### config.mk
export PLATFORM = sky130hd
export DESIGN_NAME = graph_coloring_enumerator_unit
export DESIGN_NICKNAME = d
export VERILOG_FILES = /design/src/sv/gce_pkg.sv /design/src/sv/graph_coloring_enumerator_unit.sv /design/src/sv/gce_ctrl.sv /design/src/sv/gce_dp.sv
export SDC_FILE = /design/constraint.sdc
export NUM_CORES = 2
export LEC_CHECK = 0
export ABC_AREA = 0
export BUFFER_PORTS_ARGS = -buffer_cell sky130_fd_sc_hd__buf_2
export CELL_PAD_IN_SITES_DETAIL_PLACEMENT = 0
export CELL_PAD_IN_SITES_GLOBAL_PLACEMENT = 1
export CORE_ASPECT_RATIO = 1.25
export CORE_UTILIZATION = 35
export CTS_CLUSTER_DIAMETER = 30
export DETAILED_ROUTE_END_ITERATION = 6
export PLACE_DENSITY_LB_ADDON = 0.1
export RECOVER_POWER = 50
export SLEW_MARGIN = 30
export SYNTH_ARGS = -nofsm -noshare
export SYNTH_HDL_FRONTEND = slang
export SYNTH_HIERARCHICAL = 1
export SYNTH_SLANG_ARGS = --single-unit
### constraint.sdc
create_clock -name clk -period 10.3 [get_ports clk]
set_clock_uncertainty 0.15 [all_clocks]
set_input_delay 2.06 -clock clk [delete_from_list [all_inputs] [get_ports clk]]
set_output_delay 2.06 -clock clk [all_outputs]
set_load 0.02 [all_outputs]
### src/sv/gce_pkg.sv
// ----------------------------------------------------------------------------
// gce_pkg
// Shared types and constants for the graph coloring enumerator.
// ----------------------------------------------------------------------------
package gce_pkg;

  localparam int MAX_VERTICES = 32;
  localparam int MAX_COLORS   = 16;

  localparam int VTX_W   = 6;
  localparam int IDX_W   = $clog2(MAX_VERTICES);
  localparam int CLR_W   = 5;
  localparam int SOL_W   = 32;
  localparam int CMD_W   = 2;
  localparam int CFG_A_W = 2;
  localparam int CFG_D_W = VTX_W;

  localparam logic [CMD_W-1:0] CMD_ADD_EDGE = 2'd0;
  localparam logic [CMD_W-1:0] CMD_CLEAR    = 2'd1;
  localparam logic [CMD_W-1:0] CMD_FIND     = 2'd2;

  localparam logic [CFG_A_W-1:0] CFG_VERTEX_COUNT = 2'd0;
  localparam logic [CFG_A_W-1:0] CFG_COLOR_COUNT  = 2'd1;

  typedef struct packed {
    logic [CMD_W-1:0] cmd;
    logic [VTX_W-1:0] vertex_a;
    logic [VTX_W-1:0] vertex_b;
  } in_item_t;

  typedef struct packed {
    logic             found;
    logic [VTX_W-1:0] vertex;
    logic [CLR_W-1:0] color;
    logic [SOL_W-1:0] solution_number;
    logic             last;
  } out_item_t;

  typedef struct packed {
    logic add_edge;
    logic clear;
    logic step;
    logic emit_load;
    logic exhaust_load;
  } ctrl_cmd_t;

  typedef struct packed {
    logic exhausted;
    logic step_found;
    logic step_dead;
    logic emit_last;
    logic out_free;
  } dp_stat_t;

endpackage

### src/sv/graph_coloring_enumerator_unit.sv
// ----------------------------------------------------------------------------
// graph_coloring_enumerator_unit
// Enumerates proper colorings of a graph by depth-first backtracking.
// ----------------------------------------------------------------------------
//   Channel  Direction  Handshake            Payload
//   in_      input      in_valid/in_ready    in_item_t (cmd, vertex_a, vertex_b)
//   out_     output     out_valid/out_ready  out_item_t (found .. last)
//   cfg_     input      cfg_we               cfg_index, cfg_data
//
// Add edge, clear and unused requests are taken in the idle state. A find
// request is taken there too, then steps (a color tried or a backtrack)
// until a coloring is found, giving one result per vertex, or the search
// dies and gives a single result, as an exhausted search does with no steps.
// Reset clears the adjacency store and colors at once; no clearing pass.
// A stalled output holds the sequencer in its emit or exhaust state until taken.
// ----------------------------------------------------------------------------
module graph_coloring_enumerator_unit
  import gce_pkg::*;
(
  input  logic               clk,
  input  logic               rst_n,
  input  logic               cfg_we,
  input  logic [CFG_A_W-1:0] cfg_index,
  input  logic [CFG_D_W-1:0] cfg_data,
  input  logic               in_valid,
  output logic               in_ready,
  input  in_item_t           in_data,
  output logic               out_valid,
  input  logic               out_ready,
  output out_item_t          out_data
);

  ctrl_cmd_t cmd;
  dp_stat_t  stat;

  gce_ctrl u_ctrl (
    .clk      (clk),
    .rst_n    (rst_n),
    .in_valid (in_valid),
    .in_cmd   (in_data.cmd),
    .in_ready (in_ready),
    .stat     (stat),
    .cmd      (cmd)
  );

  gce_dp u_dp (
    .clk       (clk),
    .rst_n     (rst_n),
    .cfg_we    (cfg_we),
    .cfg_index (cfg_index),
    .cfg_data  (cfg_data),
    .in_data   (in_data),
    .cmd       (cmd),
    .stat      (stat),
    .out_ready (out_ready),
    .out_valid (out_valid),
    .out_data  (out_data)
  );

  a_load_free: assert property (@(posedge clk) disable iff (!rst_n)
    (cmd.emit_load || cmd.exhaust_load) |-> (!out_valid || out_ready))
    else $error("result loaded over an untaken result");

  a_cmd_excl: assert property (@(posedge clk) disable iff (!rst_n)
    $onehot0({cmd.step, cmd.emit_load, cmd.exhaust_load, cmd.add_edge || cmd.clear}))
    else $error("conflicting datapath commands");

  a_no_step_idle: assert property (@(posedge clk) disable iff (!rst_n)
    in_ready |-> !cmd.step)
    else $error("search step while accepting requests");

  a_exhaust_last: assert property (@(posedge clk) disable iff (!rst_n)
    (out_valid && !out_data.found) |-> out_data.last)
    else $error("exhausted result not marked last");

endmodule

### src/sv/gce_ctrl.sv
// ----------------------------------------------------------------------------
// gce_ctrl
// Sequencer for request intake, search stepping and result emission.
// ----------------------------------------------------------------------------
module gce_ctrl
  import gce_pkg::*;
(
  input  logic             clk,
  input  logic             rst_n,
  input  logic             in_valid,
  input  logic [CMD_W-1:0] in_cmd,
  output logic             in_ready,
  input  dp_stat_t         stat,
  output ctrl_cmd_t        cmd
);

  typedef enum logic [3:0] {
    ST_IDLE    = 4'b0001,
    ST_SEARCH  = 4'b0010,
    ST_EMIT    = 4'b0100,
    ST_EXHAUST = 4'b1000
  } state_t;

  state_t state_r, state_nxt;

  always_comb begin
    state_nxt = state_r;
    cmd       = '0;
    in_ready  = 1'b0;
    case (state_r)
      ST_IDLE: begin
        in_ready = 1'b1;
        if (in_valid) begin
          case (in_cmd)
            CMD_ADD_EDGE: cmd.add_edge = 1'b1;
            CMD_CLEAR:    cmd.clear = 1'b1;
            CMD_FIND: begin
              state_nxt = stat.exhausted ? ST_EXHAUST : ST_SEARCH;
            end
            default: state_nxt = ST_IDLE;
          endcase
        end
      end
      ST_SEARCH: begin
        cmd.step = 1'b1;
        if (stat.step_found) begin
          state_nxt = ST_EMIT;
        end else if (stat.step_dead) begin
          state_nxt = ST_EXHAUST;
        end
      end
      ST_EMIT: begin
        if (stat.out_free) begin
          cmd.emit_load = 1'b1;
          if (stat.emit_last) begin
            state_nxt = ST_IDLE;
          end
        end
      end
      ST_EXHAUST: begin
        if (stat.out_free) begin
          cmd.exhaust_load = 1'b1;
          state_nxt = ST_IDLE;
        end
      end
      default: state_nxt = ST_IDLE;
    endcase
  end

  always_ff @(posedge clk) begin
    if (!rst_n) begin
      state_r <= ST_IDLE;
    end else begin
      state_r <= state_nxt;
    end
  end

endmodule

### src/sv/gce_dp.sv
// ----------------------------------------------------------------------------
// gce_dp
// Adjacency store, color stack, search step logic and result register.
// ----------------------------------------------------------------------------
module gce_dp
  import gce_pkg::*;
(
  input  logic               clk,
  input  logic               rst_n,
  input  logic               cfg_we,
  input  logic [CFG_A_W-1:0] cfg_index,
  input  logic [CFG_D_W-1:0] cfg_data,
  input  in_item_t           in_data,
  input  ctrl_cmd_t          cmd,
  output dp_stat_t           stat,
  input  logic               out_ready,
  output logic               out_valid,
  output out_item_t          out_data
);

  typedef enum logic [1:0] {
    PH_FRESH     = 2'd0,
    PH_RUNNING   = 2'd1,
    PH_EXHAUSTED = 2'd2
  } phase_t;

  logic [MAX_VERTICES-1:0] adj_r    [MAX_VERTICES];
  logic [MAX_VERTICES-1:0] adj_nxt  [MAX_VERTICES];
  logic [CLR_W-1:0]        colors_r [MAX_VERTICES];
  logic [CLR_W-1:0]        colors_nxt [MAX_VERTICES];

  logic [VTX_W-1:0] vc_r, vc_nxt;
  logic [CLR_W-1:0] cc_r, cc_nxt;
  logic [IDX_W-1:0] depth_r, depth_nxt;
  logic [IDX_W-1:0] idx_r, idx_nxt;
  logic [SOL_W-1:0] sol_r, sol_nxt;
  phase_t           phase_r, phase_nxt;
  logic             out_valid_r, out_valid_nxt;
  out_item_t        out_data_r, out_data_nxt;

  logic [VTX_W-1:0] used_v;
  logic [VTX_W-1:0] used_v_m1;
  logic [IDX_W-1:0] last_idx;
  logic [CLR_W-1:0] used_c;
  logic [IDX_W-1:0] rd_idx;
  logic [CLR_W-1:0] rd_color;
  logic [CLR_W-1:0] cand;
  logic             over;
  logic             conflict;
  logic             fits;
  logic [VTX_W-1:0] a_m1, b_m1;
  logic [IDX_W-1:0] a_idx, b_idx;
  logic             edge_ok;
  logic             restart;

  always_comb begin
    if (vc_r == '0) begin
      used_v = VTX_W'(1);
    end else if (vc_r > VTX_W'(MAX_VERTICES)) begin
      used_v = VTX_W'(MAX_VERTICES);
    end else begin
      used_v = vc_r;
    end
    used_v_m1 = used_v - VTX_W'(1);
    last_idx  = used_v_m1[IDX_W-1:0];
    used_c    = (cc_r > CLR_W'(MAX_COLORS)) ? CLR_W'(MAX_COLORS) : cc_r;
  end

  assign rd_idx   = cmd.emit_load ? idx_r : depth_r;
  assign rd_color = colors_r[rd_idx];
  assign cand     = rd_color + CLR_W'(1);
  assign over     = cand > used_c;

  always_comb begin
    conflict = 1'b0;
    for (int j = 0; j < MAX_VERTICES; j++) begin
      if ((IDX_W'(j) < depth_r) && adj_r[depth_r][j] && (colors_r[j] == cand)) begin
        conflict = 1'b1;
      end
    end
  end

  assign fits = !conflict;

  assign a_m1    = in_data.vertex_a - VTX_W'(1);
  assign b_m1    = in_data.vertex_b - VTX_W'(1);
  assign a_idx   = a_m1[IDX_W-1:0];
  assign b_idx   = b_m1[IDX_W-1:0];
  assign edge_ok = (in_data.vertex_a != '0) && (in_data.vertex_a <= VTX_W'(MAX_VERTICES)) &&
                   (in_data.vertex_b != '0) && (in_data.vertex_b <= VTX_W'(MAX_VERTICES));

  assign stat.exhausted  = (phase_r == PH_EXHAUSTED);
  assign stat.step_found = !over && fits && (depth_r == last_idx);
  assign stat.step_dead  = over && (depth_r == '0);
  assign stat.emit_last  = (idx_r == last_idx);
  assign stat.out_free   = !out_valid_r || out_ready;

  always_comb begin
    adj_nxt       = adj_r;
    colors_nxt    = colors_r;
    vc_nxt        = vc_r;
    cc_nxt        = cc_r;
    depth_nxt     = depth_r;
    idx_nxt       = idx_r;
    sol_nxt       = sol_r;
    phase_nxt     = phase_r;
    out_valid_nxt = out_valid_r && !out_ready;
    out_data_nxt  = out_data_r;
    restart       = 1'b0;

    if (cfg_we) begin
      if (cfg_index == CFG_VERTEX_COUNT) begin
        vc_nxt  = cfg_data[VTX_W-1:0];
        restart = 1'b1;
      end else if (cfg_index == CFG_COLOR_COUNT) begin
        cc_nxt  = cfg_data[CLR_W-1:0];
        restart = 1'b1;
      end
    end

    if (cmd.add_edge) begin
      restart = 1'b1;
      if (edge_ok) begin
        adj_nxt[a_idx][b_idx] = 1'b1;
        adj_nxt[b_idx][a_idx] = 1'b1;
      end
    end

    if (cmd.clear) begin
      restart = 1'b1;
      for (int k = 0; k < MAX_VERTICES; k++) begin
        adj_nxt[k] = '0;
      end
    end

    if (cmd.step) begin
      if (over) begin
        colors_nxt[depth_r] = '0;
        if (depth_r == '0) begin
          phase_nxt = PH_EXHAUSTED;
        end else begin
          depth_nxt = depth_r - IDX_W'(1);
        end
      end else begin
        colors_nxt[depth_r] = cand;
        if (fits) begin
          if (depth_r == last_idx) begin
            phase_nxt = PH_RUNNING;
            idx_nxt   = '0;
            if (sol_r != '1) begin
              sol_nxt = sol_r + SOL_W'(1);
            end
          end else begin
            depth_nxt = depth_r + IDX_W'(1);
            colors_nxt[depth_r + IDX_W'(1)] = '0;
          end
        end
      end
    end

    if (cmd.emit_load) begin
      idx_nxt                      = idx_r + IDX_W'(1);
      out_valid_nxt                = 1'b1;
      out_data_nxt.found           = 1'b1;
      out_data_nxt.vertex          = VTX_W'(idx_r) + VTX_W'(1);
      out_data_nxt.color           = rd_color;
      out_data_nxt.solution_number = sol_r;
      out_data_nxt.last            = (idx_r == last_idx);
    end

    if (cmd.exhaust_load) begin
      out_valid_nxt                = 1'b1;
      out_data_nxt.found           = 1'b0;
      out_data_nxt.vertex          = '0;
      out_data_nxt.color           = '0;
      out_data_nxt.solution_number = sol_r;
      out_data_nxt.last            = 1'b1;
    end

    if (restart) begin
      for (int k = 0; k < MAX_VERTICES; k++) begin
        colors_nxt[k] = '0;
      end
      depth_nxt = '0;
      sol_nxt   = '0;
      phase_nxt = PH_FRESH;
    end
  end

  always_ff @(posedge clk) begin
    if (!rst_n) begin
      for (int k = 0; k < MAX_VERTICES; k++) begin
        adj_r[k]    <= '0;
        colors_r[k] <= '0;
      end
      vc_r        <= VTX_W'(1);
      cc_r        <= CLR_W'(1);
      depth_r     <= '0;
      idx_r       <= '0;
      sol_r       <= '0;
      phase_r     <= PH_FRESH;
      out_valid_r <= 1'b0;
    end else begin
      adj_r       <= adj_nxt;
      colors_r    <= colors_nxt;
      vc_r        <= vc_nxt;
      cc_r        <= cc_nxt;
      depth_r     <= depth_nxt;
      idx_r       <= idx_nxt;
      sol_r       <= sol_nxt;
      phase_r     <= phase_nxt;
      out_valid_r <= out_valid_nxt;
    end
  end

  always_ff @(posedge clk) begin
    out_data_r <= out_data_nxt;
  end

  assign out_valid = out_valid_r;
  assign out_data  = out_data_r;

endmodule

==> results_dict.tcl <==
set metrics [dict create \
    ctsResizeCount 0 \
    nets 5855 \
    grt_pass1_wl_um 329000 \
    min-delay-start "u_dp/adj_r[657]$_SDFFE_PP0P_" \
    grt_max_degree 212 \
    path_clk_slew_ns 0.04 \
    p_sw_uw 2860 \
    ys_seq_area_frac 0.434 \
    synth_top_area_cell "dfxtp_1" \
    fin_total_pwr_uw 13200 \
    fmax_mhz 104 \
    fill_cells 13900 \
    critPathCaptureType "flip-flop" \
    combPwrFrac 0.024 \
    reg2reg_from "u_ctrl/state_r[1]$_SDFFE_PN0P_" \
    synth_edf_count 32 \
    antenna_found_initial 5 \
    fin_crit_ns 9.59 \
    cts_tree "done" \
    synth_area_sq_um 50000 \
    coreArea_sq_um 141000 \
    drv_slew 390 \
    start_kind "input pin" \
    vdd_drop_max_v 0.000185 \
    post-route-period-util 0.931 \
    via_count 45600 \
    synthCells 5770 \
    io_buffers 73 \
    p_sw_frac 0.217 \
    synth_nets 5811 \
    crit_start "out_ready" \
    drc_errors 2 \
    gp_congestion 1.02 \
    hold_class "flip-flop to flip-flop" \
    cts_num_sinks 1067 \
    die_h_um 424 \
    synth.area.top_cells "dfxtp_1, nor2_1, mux4_2, o22ai_1, clkbuf_1" \
    cp.required_ns 10.85 \
    dp_hpwl_um 159000 \
    synthFlopType "dfxtp_1" \
    vias_per_cell 5.79 \
    firstDrtPassIters 7 \
    cp_max_fo 49 \
    worstPathArrival_ns 10.14 \
    syn2layout_area_growth_pct 23.2 \
    grt_setup_unrepaired "false" \
    worstSetupPathType "input pin to flip-flop" \
    synth_cell_types 109 \
    power_density_nw_per_um2 214 \
    max_slew.worst_pin.slew_ns 2.87 \
    syn_area_per_cell_sq_um 8.66 \
    fin_tns_setup_ns 0 \
    clockPowerShare 0.661 \
    cts_buffers 278 \
    internal-power_uw 10300 \
    routed_wl_um 231000 \
    synthArstFlopShare 0 \
    drt-initial-drc-count 4464 \
    rrSetupSlack_ns 1.66 \
    overflow 0 \
    clockRootBuffer "clkbuf_16" \
    violations "design-rule violations, max-capacitance violations, max-slew violations" \
    synth-seq-cells 1067 \
    p_seq_frac 0.316 \
    holdBufCountCts 0 \
    p_leak_uw 0.0218 \
    final_util 0.436 \
    hold_viol 0 \
    grt_use_total 0.314 \
    maxSlewHeadroom -0.914 \
    synth.top_cell.area_share 0.415 \
    drive_gt1_frac 0.152 \
    setup_viol 0 \
    reg2regPathDepth 20 \
    crit_end "u_dp/colors_r[147]$_SDFFE_PP0P_" \
    yosys_warnings 6 \
    ant_nets 0 \
    initial_utilization 0.354 \
    clockBufferDepth 4 \
    grt_pass1_vias 44600 \
    max_cap_violations 15 \
    post-cts-setup-buffers 0 \
    die_w_um 340 \
    routedWlPerCell_um 29.3 \
    r2r_end "u_dp/colors_r[147]$_SDFFE_PP0P_" \
    placementRows 154 \
    die_area_sq_um 144000 \
    clk_latency_ns 0.90 \
    ioPinCount 74 \
    status "finished with violations" \
    h-tree-depth 5 \
]
cell usage in the layout (no fill, tap or decap), types with 43 or more instances in the layout:
cell / count
mux2i_1: 97
a22o_1: 43
a21oi_1: 121
buf_4: 131
nor2b_1: 68
nand2_1: 291
dfxtp_1: 1032
clkbuf_16: 289
mux4_2: 220
inv_1: 67
o22ai_1: 545
nand3_1: 97
nor3_1: 88
xnor2_1: 122
clkbuf_1: 105
nor2_1: 1779
o21ai_0: 72
how the worst min path moves through the flow:
stage                                                end  slack, ns  cells past startpoint
final                       u_dp/adj_r[657]$_SDFFE_PP0P_       0.30                      2
after global routing        u_dp/adj_r[852]$_SDFFE_PP0P_       0.32                      2
after CTS                 u_dp/out_data[44]$_SDFFE_PP0P_       0.31                      2
after detailed placement  u_dp/out_data[44]$_SDFFE_PP0P_       0.30                      2
after global placement    u_dp/out_data[44]$_SDFFE_PP0P_       0.29                      2
after floorplan             u_dp/adj_r[310]$_SDFFE_PP0P_       0.28                      2
Yosys cell counts, types with 72 or more instances:
cell type and instances:
a21oi_1 120, clkbuf_1 390, o21ai_0 72, o22ai_1 548, dfxtp_1 1035, nand2_1 303
nor2_1 1781, mux2i_1 97, nand3_1 98, xnor2_1 122, mux4_2 220, nor3_1 90
cells by family after synthesis:
kind of cell,share of synthesized area
AO/OA/AOI/OAI,0.147
flip-flops,0.434
buffers and inverters,0.0431
adder cells (fa/ha/maj),0.00351
multiplexers,0.121
AND/OR/NAND/NOR,0.212
XOR/XNOR,0.0394
state kept, by name (all words and copies together), names as in the netlist:
| name | cells |
|---|---|
| u_dp/adj_r | 802 |
| u_dp/out_valid | 1 |
| u_dp/phase_r | 2 |
| u_dp/sol_r | 32 |
| u_dp/idx_r | 5 |
| u_dp/depth_r | 5 |
| u_dp/vc_r | 6 |
| u_dp/out_data | 45 |
| u_dp/colors_r | 160 |
| u_dp/cc_r | 5 |
| u_ctrl/state_r | 4 |
metrics by stage:
stage	hold slack (ns)	std cells	setup WS (ns)	cell area, sq um
after detailed placement	0.298	7405	0.354	52300
final	0.304	7885	0.709	61600
after CTS	0.308	7883	1.24	61700
after global placement	0.291	7405	0.572	52300
after global routing	0.321	7884	0.412	61600
after floorplan	0.281	5770	1.36	50000
routing by layer:
layer	routed length (um)	up-vias	GRT usage	share of wire
met2	111000	1873	0.529	0.48
met1	90900	22600	0.375	0.39
met5	66	-	0	0.00029
met4	14600	8	0.181	0.063
met3	14200	555	0.0573	0.062
li1	-	20600	-	-
area by class of cell:
| type | instances | area (sq um) | share of cell area |
|---|---|---|---|
| antenna | 1 | 2.50 | 0.0000407 |
| clock buffer | 370 | 7950 | 0.129 |
| clock inverter | 108 | 1420 | 0.0231 |
| inverter | 74 | 279 | 0.00453 |
| multi-input combinational | 4158 | 26300 | 0.427 |
| sequential | 1067 | 21700 | 0.352 |
| tap | 1872 | 2340 | 0.0381 |
| timing repair buffer | 235 | 1600 | 0.0260 |
power by group through the flow:
stage | Sequential [uW] | Combinational, uW | Clock [uW]
final | 4170 | 313 | 8720
after global placement | 4240 | 311 | 0
after CTS | 4170 | 310 | 8830
after global routing | 4160 | 326 | 9070
after floorplan | 4240 | 181 | 0
after detailed placement | 4240 | 309 | 0
worst max-delay path: stages:
cell and delay (ns):
buf_2 0.07, nand2b_1 0.13, nand2_1 0.10, nor3b_2 0.24, buf_12 0.28, mux2i_1 0.68
buf_4 0.32, mux4_2 0.58, a2111oi_2 0.41, a211oi_2 0.09, a21oi_1 1.06, buf_4 0.44
xnor3_1 0.20, nor4_1 0.06, a311oi_1 0.43, a311oi_1 0.24, nor4_4 0.81, nand3_1 0.54
buf_4 0.33, nor3_1 0.80, o21ai_0 0.19
(Power assumes the default switching activity.)
